**src/design/mtlc_pkg.sv**
```systemverilog
// Shared types and constants for the matrix tile layout converter.
// No dependencies; used by every module in the design folder.
package mtlc_pkg;

    // Configuration register indexes
    typedef enum logic [2:0] {
        REG_DIRECTION   = 3'd0,
        REG_BATCH_COUNT = 3'd1,
        REG_ROWS        = 3'd2,
        REG_COLS        = 3'd3,
        REG_TILE_LOG2   = 3'd4
    } cfg_reg_t;

    localparam int unsigned DIM_W   = 13;
    localparam int unsigned PAD_W   = 14;
    localparam int unsigned INDEX_W = 40;
    localparam int unsigned DATA_W  = 32;
    localparam int unsigned BATCH_W = 12;
    localparam int unsigned MAT_W   = 28;

    localparam logic [DIM_W-1:0] BATCH_LIMIT = 13'd4096;
    localparam logic [2:0]       TILE_MIN    = 3'd2;
    localparam logic [2:0]       TILE_MAX    = 3'd6;

    // Cycles from a register write until the derived values are usable
    localparam logic [1:0] SETTLE_CYCLES = 2'd3;

    // Values derived from the configuration registers
    typedef struct packed {
        logic             dir;
        logic [DIM_W-1:0] nb;
        logic [DIM_W-1:0] nr;
        logic [DIM_W-1:0] nc;
        logic [2:0]       t;
        logic [5:0]       m;
        logic [PAD_W-1:0] pr;
        logic [PAD_W-1:0] pc;
        logic [19:0]      tile_row_step;
        logic [18:0]      tile_back;
    } cfg_derived_t;

    // Derived values for the reset configuration: 1 x 1 x 1, tile side 16
    localparam cfg_derived_t DERIVED_RESET = '{
        dir:           1'b0,
        nb:            13'd1,
        nr:            13'd1,
        nc:            13'd1,
        t:             3'd4,
        m:             6'd15,
        pr:            14'd16,
        pc:            14'd16,
        tile_row_step: 20'd256,
        tile_back:     19'd15
    };
    localparam logic [MAT_W-1:0] MAT_SIZE_RESET = 28'd256;

    typedef struct packed {
        logic [INDEX_W-1:0] dst_index;
        logic [DATA_W-1:0]  data;
    } result_t;

endpackage

```
**src/design/mtlc_cfg_regs.sv**
```systemverilog
// Configuration registers and the tile geometry derived from them.
// Depends on mtlc_pkg.
module mtlc_cfg_regs #(
    parameter int unsigned MAX_DIM = 4096
) (
    input  logic                        clk,
    input  logic                        rst_n,
    input  logic                        cfg_valid,
    input  logic [2:0]                  cfg_index,
    input  logic [12:0]                 cfg_data,
    output logic                        cfg_ready,
    output mtlc_pkg::cfg_derived_t      derived,
    output logic [mtlc_pkg::MAT_W-1:0]  mat_size,
    output logic                        busy,
    output logic                        clear
);

    localparam logic [mtlc_pkg::DIM_W-1:0] DIM_CAP =
        (MAX_DIM > 8191) ? 13'd8191 : 13'(MAX_DIM);

    logic                          direction_reg;
    logic [mtlc_pkg::DIM_W-1:0]    batch_count_reg;
    logic [mtlc_pkg::DIM_W-1:0]    rows_reg;
    logic [mtlc_pkg::DIM_W-1:0]    cols_reg;
    logic [2:0]                    tile_log2_reg;
    mtlc_pkg::cfg_derived_t        derived_reg;
    mtlc_pkg::cfg_derived_t        derived_next;
    logic [mtlc_pkg::MAT_W-1:0]    mat_size_reg;
    logic [mtlc_pkg::MAT_W-1:0]    mat_size_next;
    logic [1:0]                    settle_reg;
    logic                          write_en;
    logic                          listed;
    logic [mtlc_pkg::PAD_W-1:0]    mul_a;
    logic [mtlc_pkg::PAD_W-1:0]    mul_b;
    logic [mtlc_pkg::PAD_W-1:0]    m_pad;

    assign cfg_ready = 1'b1;
    assign write_en  = cfg_valid && cfg_ready;

    always_comb
    begin
        unique case (cfg_index) inside
            mtlc_pkg::REG_DIRECTION,
            mtlc_pkg::REG_BATCH_COUNT,
            mtlc_pkg::REG_ROWS,
            mtlc_pkg::REG_COLS,
            mtlc_pkg::REG_TILE_LOG2: listed = 1'b1;
            default:                 listed = 1'b0;
        endcase
    end

    assign clear = write_en && listed;

    always_ff @(posedge clk or negedge rst_n)
    begin
        if (!rst_n)
        begin
            direction_reg   <= 1'b0;
            batch_count_reg <= 13'd1;
            rows_reg        <= 13'd1;
            cols_reg        <= 13'd1;
            tile_log2_reg   <= 3'd4;
        end
        else if (write_en)
        begin
            unique case (cfg_index)
                mtlc_pkg::REG_DIRECTION:   direction_reg   <= cfg_data[0];
                mtlc_pkg::REG_BATCH_COUNT: batch_count_reg <= cfg_data;
                mtlc_pkg::REG_ROWS:        rows_reg        <= cfg_data;
                mtlc_pkg::REG_COLS:        cols_reg        <= cfg_data;
                mtlc_pkg::REG_TILE_LOG2:   tile_log2_reg   <= cfg_data[2:0];
                default:                   ;
            endcase
        end
    end

    // Clamp dimensions, round the padded size up to whole tiles
    always_comb
    begin
        derived_next.dir = direction_reg;
        if (batch_count_reg == '0)
            derived_next.nb = 13'd1;
        else if (batch_count_reg > mtlc_pkg::BATCH_LIMIT)
            derived_next.nb = mtlc_pkg::BATCH_LIMIT;
        else
            derived_next.nb = batch_count_reg;

        if (rows_reg == '0)
            derived_next.nr = 13'd1;
        else if (rows_reg > DIM_CAP)
            derived_next.nr = DIM_CAP;
        else
            derived_next.nr = rows_reg;

        if (cols_reg == '0)
            derived_next.nc = 13'd1;
        else if (cols_reg > DIM_CAP)
            derived_next.nc = DIM_CAP;
        else
            derived_next.nc = cols_reg;

        if (tile_log2_reg < mtlc_pkg::TILE_MIN)
            derived_next.t = mtlc_pkg::TILE_MIN;
        else if (tile_log2_reg > mtlc_pkg::TILE_MAX)
            derived_next.t = mtlc_pkg::TILE_MAX;
        else
            derived_next.t = tile_log2_reg;

        derived_next.m  = 6'((7'd1 << derived_next.t) - 7'd1);
        m_pad           = 14'(derived_next.m);
        derived_next.pr = (14'(derived_next.nr) + m_pad) & ~m_pad;
        derived_next.pc = (14'(derived_next.nc) + m_pad) & ~m_pad;
        derived_next.tile_row_step = 20'(derived_next.pc) << derived_next.t;
        derived_next.tile_back =
            (19'(derived_next.nc) << derived_next.t) - 19'(derived_next.nc);
    end

    // Matrix size in the destination layout, one stage after the geometry
    assign mul_a = derived_reg.dir ? 14'(derived_reg.nr) : derived_reg.pr;
    assign mul_b = derived_reg.dir ? 14'(derived_reg.nc) : derived_reg.pc;
    assign mat_size_next = 28'(mul_a) * 28'(mul_b);

    always_ff @(posedge clk or negedge rst_n)
    begin
        if (!rst_n)
        begin
            derived_reg  <= mtlc_pkg::DERIVED_RESET;
            mat_size_reg <= mtlc_pkg::MAT_SIZE_RESET;
            settle_reg   <= '0;
        end
        else
        begin
            derived_reg  <= derived_next;
            mat_size_reg <= mat_size_next;
            if (write_en)
                settle_reg <= mtlc_pkg::SETTLE_CYCLES;
            else if (settle_reg != '0)
                settle_reg <= settle_reg - 2'd1;
        end
    end

    assign derived  = derived_reg;
    assign mat_size = mat_size_reg;
    assign busy     = (settle_reg != '0);

endmodule

```
**src/design/mtlc_index_gen.sv**
```systemverilog
// Position counters and destination index for each accepted element.
// Depends on mtlc_pkg; geometry comes from mtlc_cfg_regs.
module mtlc_index_gen #(
    parameter int unsigned ELEM_BITS = 32
) (
    input  logic                                clk,
    input  logic                                rst_n,
    input  mtlc_pkg::cfg_derived_t              derived,
    input  logic [mtlc_pkg::MAT_W-1:0]          mat_size,
    input  logic                                clear,
    input  logic                                step,
    input  logic [mtlc_pkg::DATA_W-1:0]         value,
    output logic                                produced,
    output mtlc_pkg::result_t                   result
);

    localparam logic [63:0] WIDE_MASK =
        (ELEM_BITS >= 64) ? {64{1'b1}} : ((64'd1 << ELEM_BITS) - 64'd1);
    localparam logic [mtlc_pkg::DATA_W-1:0] DATA_MASK = WIDE_MASK[31:0];

    logic [mtlc_pkg::BATCH_W-1:0] batch_idx_reg,  batch_idx_next;
    logic [mtlc_pkg::DIM_W-1:0]   row_pos_reg,    row_pos_next;
    logic [mtlc_pkg::DIM_W-1:0]   col_pos_reg,    col_pos_next;
    logic [mtlc_pkg::INDEX_W-1:0] batch_base_reg, batch_base_next;
    logic [mtlc_pkg::INDEX_W-1:0] row_base_reg,   row_base_next;

    logic [mtlc_pkg::DIM_W-1:0]   m13;
    logic [mtlc_pkg::PAD_W-1:0]   side;
    logic [mtlc_pkg::DIM_W-1:0]   col_hi;
    logic [19:0]                  tiled_off;
    logic                         batch_last;
    logic [mtlc_pkg::BATCH_W-1:0] nb_idx_next;
    logic [mtlc_pkg::INDEX_W-1:0] nb_base_next;
    logic                         col_last;
    logic                         row_last;
    logic                         col_in_last;
    logic                         row_in_last;
    logic [mtlc_pkg::PAD_W-1:0]   col_jump;
    logic [mtlc_pkg::PAD_W-1:0]   row_jump;

    assign m13    = 13'(derived.m);
    assign side   = 14'd1 << derived.t;
    assign col_hi = col_pos_reg >> derived.t;

    // Tile column, row in tile and column in tile occupy disjoint bit ranges
    assign tiled_off = (20'(col_hi) << {derived.t, 1'b0})
                     | (20'(row_pos_reg & m13) << derived.t)
                     | 20'(col_pos_reg & m13);

    always_comb
    begin
        result.data = value & DATA_MASK;
        if (derived.dir)
        begin
            result.dst_index = row_base_reg + 40'(col_pos_reg);
            produced = (row_pos_reg < derived.nr) && (col_pos_reg < derived.nc);
        end
        else
        begin
            result.dst_index = row_base_reg + 40'(tiled_off);
            produced = 1'b1;
        end
    end

    assign batch_last   = (13'(batch_idx_reg) + 13'd1) >= derived.nb;
    assign nb_idx_next  = batch_last ? '0 : batch_idx_reg + 12'd1;
    assign nb_base_next = batch_last ? '0 : batch_base_reg + 40'(mat_size);

    assign col_last    = (14'(col_pos_reg) + 14'd1) >= 14'(derived.nc);
    assign row_last    = (14'(row_pos_reg) + 14'd1) >= 14'(derived.nr);
    assign col_in_last = (col_pos_reg & m13) == m13;
    assign row_in_last = (row_pos_reg & m13) == m13;
    assign col_jump    = 14'(col_pos_reg & ~m13) + side;
    assign row_jump    = 14'(row_pos_reg & ~m13) + side;

    always_comb
    begin
        batch_idx_next  = batch_idx_reg;
        row_pos_next    = row_pos_reg;
        col_pos_next    = col_pos_reg;
        batch_base_next = batch_base_reg;
        row_base_next   = row_base_reg;
        if (!derived.dir)
        begin
            // Row-major walk; row_base tracks the start of the tile row
            if (!col_last)
                col_pos_next = col_pos_reg + 13'd1;
            else
            begin
                col_pos_next = '0;
                if (!row_last)
                begin
                    row_pos_next = row_pos_reg + 13'd1;
                    if (row_in_last)
                        row_base_next = row_base_reg + 40'(derived.tile_row_step);
                end
                else
                begin
                    row_pos_next    = '0;
                    batch_idx_next  = nb_idx_next;
                    batch_base_next = nb_base_next;
                    row_base_next   = nb_base_next;
                end
            end
        end
        else
        begin
            // Tiled walk; row_base tracks batch_base + row_pos * nc
            if (!col_in_last)
                col_pos_next = col_pos_reg + 13'd1;
            else if (!row_in_last)
            begin
                col_pos_next  = col_pos_reg & ~m13;
                row_pos_next  = row_pos_reg + 13'd1;
                row_base_next = row_base_reg + 40'(derived.nc);
            end
            else if (col_jump < derived.pc)
            begin
                col_pos_next  = 13'(col_jump);
                row_pos_next  = row_pos_reg & ~m13;
                row_base_next = row_base_reg - 40'(derived.tile_back);
            end
            else if (row_jump < derived.pr)
            begin
                // Last row of the tile row to first row of the next: one row on
                col_pos_next  = '0;
                row_pos_next  = 13'(row_jump);
                row_base_next = row_base_reg + 40'(derived.nc);
            end
            else
            begin
                col_pos_next    = '0;
                row_pos_next    = '0;
                batch_idx_next  = nb_idx_next;
                batch_base_next = nb_base_next;
                row_base_next   = nb_base_next;
            end
        end
    end

    always_ff @(posedge clk or negedge rst_n)
    begin
        if (!rst_n)
        begin
            batch_idx_reg  <= '0;
            row_pos_reg    <= '0;
            col_pos_reg    <= '0;
            batch_base_reg <= '0;
            row_base_reg   <= '0;
        end
        else if (clear)
        begin
            batch_idx_reg  <= '0;
            row_pos_reg    <= '0;
            col_pos_reg    <= '0;
            batch_base_reg <= '0;
            row_base_reg   <= '0;
        end
        else if (step)
        begin
            batch_idx_reg  <= batch_idx_next;
            row_pos_reg    <= row_pos_next;
            col_pos_reg    <= col_pos_next;
            batch_base_reg <= batch_base_next;
            row_base_reg   <= row_base_next;
        end
    end

endmodule

```
**src/design/mtlc_out_buf.sv**
```systemverilog
// Result register with a skid stage that takes one more result under a stall.
// Depends on mtlc_pkg.
module mtlc_out_buf (
    input  logic               clk,
    input  logic               rst_n,
    input  logic               push,
    input  mtlc_pkg::result_t  push_data,
    input  logic               out_stall,
    output logic               out_valid,
    output mtlc_pkg::result_t  out_data,
    output logic               full
);

    logic              out_valid_reg;
    logic              skid_valid_reg;
    mtlc_pkg::result_t out_data_reg;
    mtlc_pkg::result_t skid_data_reg;
    logic              pop;

    assign pop = out_valid_reg && !out_stall;

    always_ff @(posedge clk or negedge rst_n)
    begin
        if (!rst_n)
        begin
            out_valid_reg  <= 1'b0;
            skid_valid_reg <= 1'b0;
        end
        else if (skid_valid_reg)
        begin
            // Input is held off while the skid stage is occupied
            if (pop)
            begin
                out_valid_reg  <= 1'b1;
                skid_valid_reg <= 1'b0;
            end
        end
        else if (push)
        begin
            if (!out_valid_reg || pop)
                out_valid_reg <= 1'b1;
            else
                skid_valid_reg <= 1'b1;
        end
        else if (pop)
            out_valid_reg <= 1'b0;
    end

    always_ff @(posedge clk)
    begin
        if (skid_valid_reg)
        begin
            if (pop)
                out_data_reg <= skid_data_reg;
        end
        else if (push)
        begin
            if (!out_valid_reg || pop)
                out_data_reg <= push_data;
            else
                skid_data_reg <= push_data;
        end
    end

    assign out_valid = out_valid_reg;
    assign out_data  = out_data_reg;
    assign full      = skid_valid_reg;

endmodule

```
**src/design/matrix_tile_layout_converter_unit.sv**
```systemverilog
// An accepted element's result, if any, goes to the output or skid register.
// Throughput: one element per cycle while item_stall is low; the position counters
// and running row bases advance with a single 40-bit add per element.
// A configuration write holds input off while the tile geometry and matrix size
// are recomputed; a write to a listed register also clears the counters.
// Reset (rst_n, asynchronous): default registers, counters zero, output empty.
module matrix_tile_layout_converter_unit #(
    parameter int unsigned ELEM_BITS = 32,
    parameter int unsigned MAX_DIM   = 4096
) (
    input  logic        clk,
    input  logic        rst_n,
    input  logic        cfg_valid,
    output logic        cfg_ready,
    input  logic [2:0]  cfg_index,
    input  logic [12:0] cfg_data,
    input  logic        item_valid,
    output logic        item_stall,
    input  logic [31:0] value,
    output logic        result_valid,
    input  logic        result_stall,
    output logic [39:0] dst_index,
    output logic [31:0] data_out
);

    mtlc_pkg::cfg_derived_t       derived;
    logic [mtlc_pkg::MAT_W-1:0]   mat_size;
    logic                         busy;
    logic                         clear;
    logic                         accept;
    logic                         produced;
    mtlc_pkg::result_t            result;
    mtlc_pkg::result_t            out_data;
    logic                         full;

    mtlc_cfg_regs #(
        .MAX_DIM (MAX_DIM)
    ) u_cfg (
        .clk       (clk),
        .rst_n     (rst_n),
        .cfg_valid (cfg_valid),
        .cfg_index (cfg_index),
        .cfg_data  (cfg_data),
        .cfg_ready (cfg_ready),
        .derived   (derived),
        .mat_size  (mat_size),
        .busy      (busy),
        .clear     (clear)
    );

    assign item_stall = busy || full;
    assign accept     = item_valid && !item_stall;

    mtlc_index_gen #(
        .ELEM_BITS (ELEM_BITS)
    ) u_index (
        .clk      (clk),
        .rst_n    (rst_n),
        .derived  (derived),
        .mat_size (mat_size),
        .clear    (clear),
        .step     (accept),
        .value    (value),
        .produced (produced),
        .result   (result)
    );

    mtlc_out_buf u_out (
        .clk       (clk),
        .rst_n     (rst_n),
        .push      (accept && produced),
        .push_data (result),
        .out_stall (result_stall),
        .out_valid (result_valid),
        .out_data  (out_data),
        .full      (full)
    );

    assign dst_index = out_data.dst_index;
    assign data_out  = out_data.data;

`ifndef SYNTHESIS
    // Row-major to tiled always yields a result for each transaction
    a_dir0_result: assert property (@(posedge clk) disable iff (!rst_n)
        accept && !derived.dir |=> result_valid)
        else $error("element accepted in tiling mode gave no result");

    // A configuration write blocks input until the geometry settles
    a_cfg_settle: assert property (@(posedge clk) disable iff (!rst_n)
        cfg_valid && cfg_ready |=> item_stall ##1 item_stall ##1 item_stall)
        else $error("input accepted before configuration settled");

    // The skid stage is only occupied behind a held result
    a_skid_order: assert property (@(posedge clk) disable iff (!rst_n)
        full |-> result_valid)
        else $error("skid stage holds a result while output is empty");
`endif

endmodule
```
**config.mk**
```make
export PLATFORM = sky130hd
export DESIGN_NAME = matrix_tile_layout_converter_unit
export DESIGN_NICKNAME = d
export VERILOG_FILES = /design/src/design/mtlc_pkg.sv /design/src/design/mtlc_cfg_regs.sv /design/src/design/mtlc_index_gen.sv /design/src/design/mtlc_out_buf.sv /design/src/design/matrix_tile_layout_converter_unit.sv
export SDC_FILE = /design/constraint.sdc
export NUM_CORES = 2
export LEC_CHECK = 0
export BUFFER_PORTS_ARGS = -buffer_cell sky130_fd_sc_hd__buf_4
export CAP_MARGIN = 40
export CORE_MARGIN = 2
export CORE_UTILIZATION = 45
export DETAILED_ROUTE_END_ITERATION = 8
export RECOVER_POWER = 50
export SYNTH_ARGS = -nofsm -noshare
export SYNTH_HDL_FRONTEND = slang
export SYNTH_HIERARCHICAL = 1
export SYNTH_SLANG_ARGS = --single-unit
```
**constraint.sdc**
```tcl
create_clock -name clk -period 9.1 [get_ports clk]
set_input_delay 0.91 -clock clk [delete_from_list [all_inputs] [get_ports clk]]
set_output_delay 0.91 -clock clk [all_outputs]
set_load 0.01 [all_outputs]
```
==> impl_table.tex <==
\begin{tabular}{lr}
\hline
Metric & Value \\
\hline
\multicolumn{2}{l}{\textbf{Yosys}} \\
Proportion of synthesized flip-flops having asynchronous set or reset & 68.2\% \\
Proportion of netlist area held by the largest area contributor & 18.6\% \\
Top cells by area in the synthesized netlist & sky130\_fd\_sc\_hd\_\_dfrtp\_1 19\%, sky130\_fd\_sc\_hd\_\_edfxtp\_1 11\%, sky130\_fd\_sc\_hd\_\_ha\_1 10\% \\
Synthesized-area fraction occupied by ao, oa, aoi and oai cells & 17.6\% \\
Synth Area in Simple Gates & between 10\% and 20\% \\
Netlist cell types & 125 \\
Sequential cell area fraction in the yosys report & about 31\% \\
Summed instance area of the synthesized netlist & 39000 um\^{}2 \\
Xor-xnor portion of the synthesized cell area & approximately 6.1\% \\
Instance count of the mapped netlist & 4273 \\
Number of enable flip-flop cells after synthesis & approximately 140 \\
Adder-cell share of the synthesized area & 18.2\% \\
Mean instance size in the synthesized netlist & roughly 9.1 um\^{}2 \\
Largest area contributor in the synthesized netlist & sky130\_fd\_sc\_hd\_\_dfrtp\_1 \\
Proportion of synthesized area in mux cells & roughly 5.6\% \\
Largest family of logic cells by synthesized area & adder cells \\
Leading register cell type out of synthesis & sky130\_fd\_sc\_hd\_\_dfrtp\_1 \\
Warnings from Yosys & 6 \\
Count of state elements after synthesis & approximately 450 \\
\multicolumn{2}{l}{\textbf{Final layout}} \\
Post-route standard cell area excluding fillers & 42100 um\^{}2 \\
Most frequent standard cell in the layout excluding fill and tap cells & sky130\_fd\_sc\_hd\_\_nand2\_1 \\
Synthesis-to-layout area growth & 7.97\% \\
Proportion of layout cells with a drive suffix above 1 & 9.30\% \\
Area of the multi-input gates & 24600 um\^{}2 \\
Filler instances & 8171 \\
Number of flip-flops in the largest register & roughly 120 \\
Nets & 4830 \\
Sequential cell area in the final layout & 12100 um\^{}2 \\
Most frequent cells in the layout & 456 x sky130\_fd\_sc\_hd\_\_nand2\_1, 345 x sky130\_fd\_sc\_hd\_\_nor2\_1, 335 x sky130\_fd\_sc\_hd\_\_inv\_1, 323 x sky130\_fd\_sc\_hd\_\_ha\_1, 287 x sky130\_fd\_sc\_hd\_\_dfrtp\_1 \\
Post-route non-filler standard cell count & 5491 \\
\multicolumn{2}{l}{\textbf{Worst setup path}} \\
Critical path capture point type & register \\
Required time of the critical path & 9.64 ns \\
Crit path capture & u\_cfg/mat\_size[27]\$\_DFF\_PN0\_ \\
Worst path max stage delay & 0.85 ns \\
Critical Setup Path Class & register to register \\
Cell-by-cell trace of the critical path & buf\_4 > mux2\_2 > nand2\_1 > fa\_1 > fa\_1 > inv\_1 > fa\_1 > fa\_1 > fa\_1 > inv\_1 > fa\_1 > inv\_1 > ha\_1 > nor3\_1 > nor2\_1 > o2111ai\_1 > a31oi\_1 > o41ai\_1 > o21bai\_1 > a21oi\_1 > xnor2\_1 \\
Most common cell type on the critical path & sky130\_fd\_sc\_hd\_\_fa\_1 \\
Peak fanout along the critical path & 52 \\
Master of the slowest instance on the critical path & sky130\_fd\_sc\_hd\_\_dfrtp\_4 \\
Crit path launch & u\_cfg/derived[115]\$\_DFF\_PN0\_ \\
Critical Path Source Type & register \\
Critical R2R Launch & u\_cfg/derived[115]\$\_DFF\_PN0\_ \\
Worst Reg-to-Reg Cells & 21 \\
Reg2Reg Capture Point & u\_cfg/mat\_size[27]\$\_DFF\_PN0\_ \\
Reg-to-reg setup timing slack & $\sim$1.8 ns \\
WP data arrival & 7.84 ns \\
\multicolumn{2}{l}{\textbf{Outcome}} \\
Violated checks & max-capacitance violations, max-slew violations \\
Status & complete, but fails checks \\
\multicolumn{2}{l}{\textbf{STA}} \\
Worst Skew & 0.0357 ns \\
Worst hold slack & 0.432 ns \\
Worst-Margin Slew & 4.59 ns \\
RSZ-0062 raised after global routing & no \\
Achievable frequency & 137 MHz \\
Total Neg Setup Slack & 0 ns \\
Total of endpoints with negative setup slack in the final report & 0 \\
Max-slew violations & 314 \\
Fraction of the cycle the final worst path needs & 80.2\% \\
Final critical delay including setup and external delays & 7.30 ns \\
Final count of hold timing violations & 0 \\
Worst rel slew slack & -206\% \\
\multicolumn{2}{l}{\textbf{Place}} \\
Detailed placer's ending HPWL & 96700 um \\
Number of port buffers & 126 \\
RePlAce Congestion & 0.965 \\
Post-Place Cell Area & 40800 um\^{}2 \\
Placed cell count & $\sim$5400 \\
\multicolumn{2}{l}{\textbf{Power}} \\
Power Dens Cells & about 350 nW/um\^{}2 \\
Worst ir drop on vdd & 0.396 mV \\
Static leakage & 18.6 nW \\
\multicolumn{2}{l}{\textbf{Clock tree}} \\
Worst-path clk slew & 0.06 ns \\
Number of buffers created by CTS & 51 \\
CTS tree & built \\
Count of cells resized by post-cts repair & 0 \\
Number of sinks driven by the clock tree & 453 \\
Number of buffers inserted to repair setup after CTS & 0 \\
Post-CTS Hold Fix Bufs & 0 \\
Number of levels in the clock H-tree & 2 \\
Clock Root Buffer & sky130\_fd\_sc\_hd\_\_clkbuf\_16 \\
Clock latency at the later pin of the worst-skew pair & about 0.63 ns \\
Maximum clock insertion buffer count & 3 \\
\multicolumn{2}{l}{\textbf{Job}} \\
Max\_cap viols & 6 \\
\multicolumn{2}{l}{\textbf{Route}} \\
Detail-routed net length per standard cell & 22.7 um \\
DRC errors left & 0 \\
Antenna-violating nets left & 0 \\
DR pass1 iterations & 6 \\
Initial detailed-routing violation count & about 3200 \\
Vias per cell & 5.89 \\
Routed wire length & 125000 um \\
Overall via count from detail\_route & between 30000 and 40000 \\
\multicolumn{2}{l}{\textbf{Floorplan}} \\
Height of the die & 298 um \\
Width of the chip & $\sim$300 um \\
Std-Cell Core Area & 85500 um\^{}2 \\
Starting Density & between 40\% and 50\% \\
Row count & 107 \\
Number of top-level pins & around 130 \\
Area of the die & between 80000 and 90000 um\^{}2 \\
\multicolumn{2}{l}{\textbf{Global routing}} \\
Global router's overall resource usage & 27.7\% \\
Largest net degree at the start of global routing & 83 \\
Wire length of the first global-routing pass & between 150000 and 200000 um \\
Number of global-route vias before repair & roughly 31000 \\
Initial antenna violation count & 6 \\
Remaining global-route overflow & 0 \\
\multicolumn{2}{l}{\textbf{Hold path}} \\
Worst Hold Launch & u\_cfg/direction\_reg\$\_DFFE\_PN0P\_ \\
Type of the most critical hold path & register to register \\
\hline
\end{tabular}
[critical path, delay by kind of cell, from the launching register on]
kind            cells  cell delay, ns
compound gates      5            1.15
xor+xnor            1            0.13
buf+inv             4            0.68
fa+ha+maj           7            3.50
flops               1            0.85
mux                 1            0.48
simple gates        3            0.39
[metal layers]
layer,share of wire [%],vias up,global-route usage (%)
li1,-,15121,-
met1,43,15617,38.4
met2,45,1306,43.8
met3,7.0,293,3.78
met4,4.6,0,11.3
met5,0,-,0
[area by class of cell]
class	instances	area share, %
multi-input combinational	3274	58.4
sequential	453	28.7
tap	1144	3.40
clock buffer	65	3.30
inverter	337	3.01
timing repair buffer	186	2.61
clock inverter	31	0.612
antenna	1	0.00595
[Yosys cell counts, types with 12 or more instances]
cell type / number
sky130_fd_sc_hd__nor2b_1: 65
sky130_fd_sc_hd__clkbuf_1: 116
sky130_fd_sc_hd__nand2b_1: 44
sky130_fd_sc_hd__mux2_2: 107
sky130_fd_sc_hd__nand3_1: 98
sky130_fd_sc_hd__a211o_1: 17
sky130_fd_sc_hd__a21oi_1: 257
sky130_fd_sc_hd__buf_4: 40
sky130_fd_sc_hd__nand2_1: 456
sky130_fd_sc_hd__o21ai_0: 246
sky130_fd_sc_hd__nor2_1: 347
sky130_fd_sc_hd__o22ai_1: 35
sky130_fd_sc_hd__o21bai_1: 15
sky130_fd_sc_hd__xnor2_1: 161
sky130_fd_sc_hd__nand4_1: 25
sky130_fd_sc_hd__o31ai_1: 42
sky130_fd_sc_hd__o21ai_1: 21
sky130_fd_sc_hd__o21a_1: 47
sky130_fd_sc_hd__xor2_1: 103
sky130_fd_sc_hd__buf_2: 33
sky130_fd_sc_hd__and2_1: 28
sky130_fd_sc_hd__o221ai_1: 15
sky130_fd_sc_hd__a21o_1: 73
sky130_fd_sc_hd__dfrtp_1: 289
sky130_fd_sc_hd__buf_6: 13
sky130_fd_sc_hd__mux2i_1: 46
sky130_fd_sc_hd__a211oi_1: 32
sky130_fd_sc_hd__nor4_1: 23
sky130_fd_sc_hd__a221oi_1: 16
sky130_fd_sc_hd__edfxtp_1: 144
sky130_fd_sc_hd__dfstp_2: 20
sky130_fd_sc_hd__nor3_1: 58
sky130_fd_sc_hd__a31oi_1: 43
sky130_fd_sc_hd__fa_1: 151
sky130_fd_sc_hd__buf_1: 16
sky130_fd_sc_hd__o211ai_1: 33
sky130_fd_sc_hd__mux2_1: 37
sky130_fd_sc_hd__a22o_1: 12
sky130_fd_sc_hd__inv_1: 333
sky130_fd_sc_hd__and3_1: 42
sky130_fd_sc_hd__or3_1: 17
sky130_fd_sc_hd__ha_1: 323
[kinds of logic (layout without fill, tap and decap cells)]
kind of cell,count (synthesis),after routing
flops,453,453
fa+ha+maj,477,477
mux,195,195
compound gates,1048,1048
simple gates,1272,1272
xor+xnor,267,267
buf+inv,559,619
other cells,2,16
[how the worst min path moves through the flow]
stage	end	slack, ns	cells after the start
2_1_floorplan	u_cfg/derived[115]$_DFF_PN0_	0.35	0
6_report	u_cfg/derived[115]$_DFF_PN0_	0.43	0
5_1_grt	u_cfg/derived[115]$_DFF_PN0_	0.46	0
3_3_place_gp	u_cfg/derived[115]$_DFF_PN0_	0.43	0
3_5_place_dp	u_cfg/derived[115]$_DFF_PN0_	0.43	0
4_1_cts	u_index/batch_idx_reg[9]$_DFFE_PN0P_	0.27	1
[through the flow]
stage / util, % / power, mW / setup WS [ns]
2_1_floorplan: - / 9.89 / 2.16
3_3_place_gp: 47.6 / 12.5 / 1.86
3_5_place_dp: 47.7 / 12.6 / 1.79
4_1_cts: 49.6 / 14.7 / 1.77
5_1_grt: 49.2 / 16.0 / 0.867
6_report: 49.2 / 14.7 / 1.80
[power by group]
group,switching [mW],leakage [nW],internal (mW)
clock,0.915,0.789,1.12
combinational,5.67,12.6,3.60
sequential,0.762,5.18,2.67
Power figures use the tool's default switching activity.
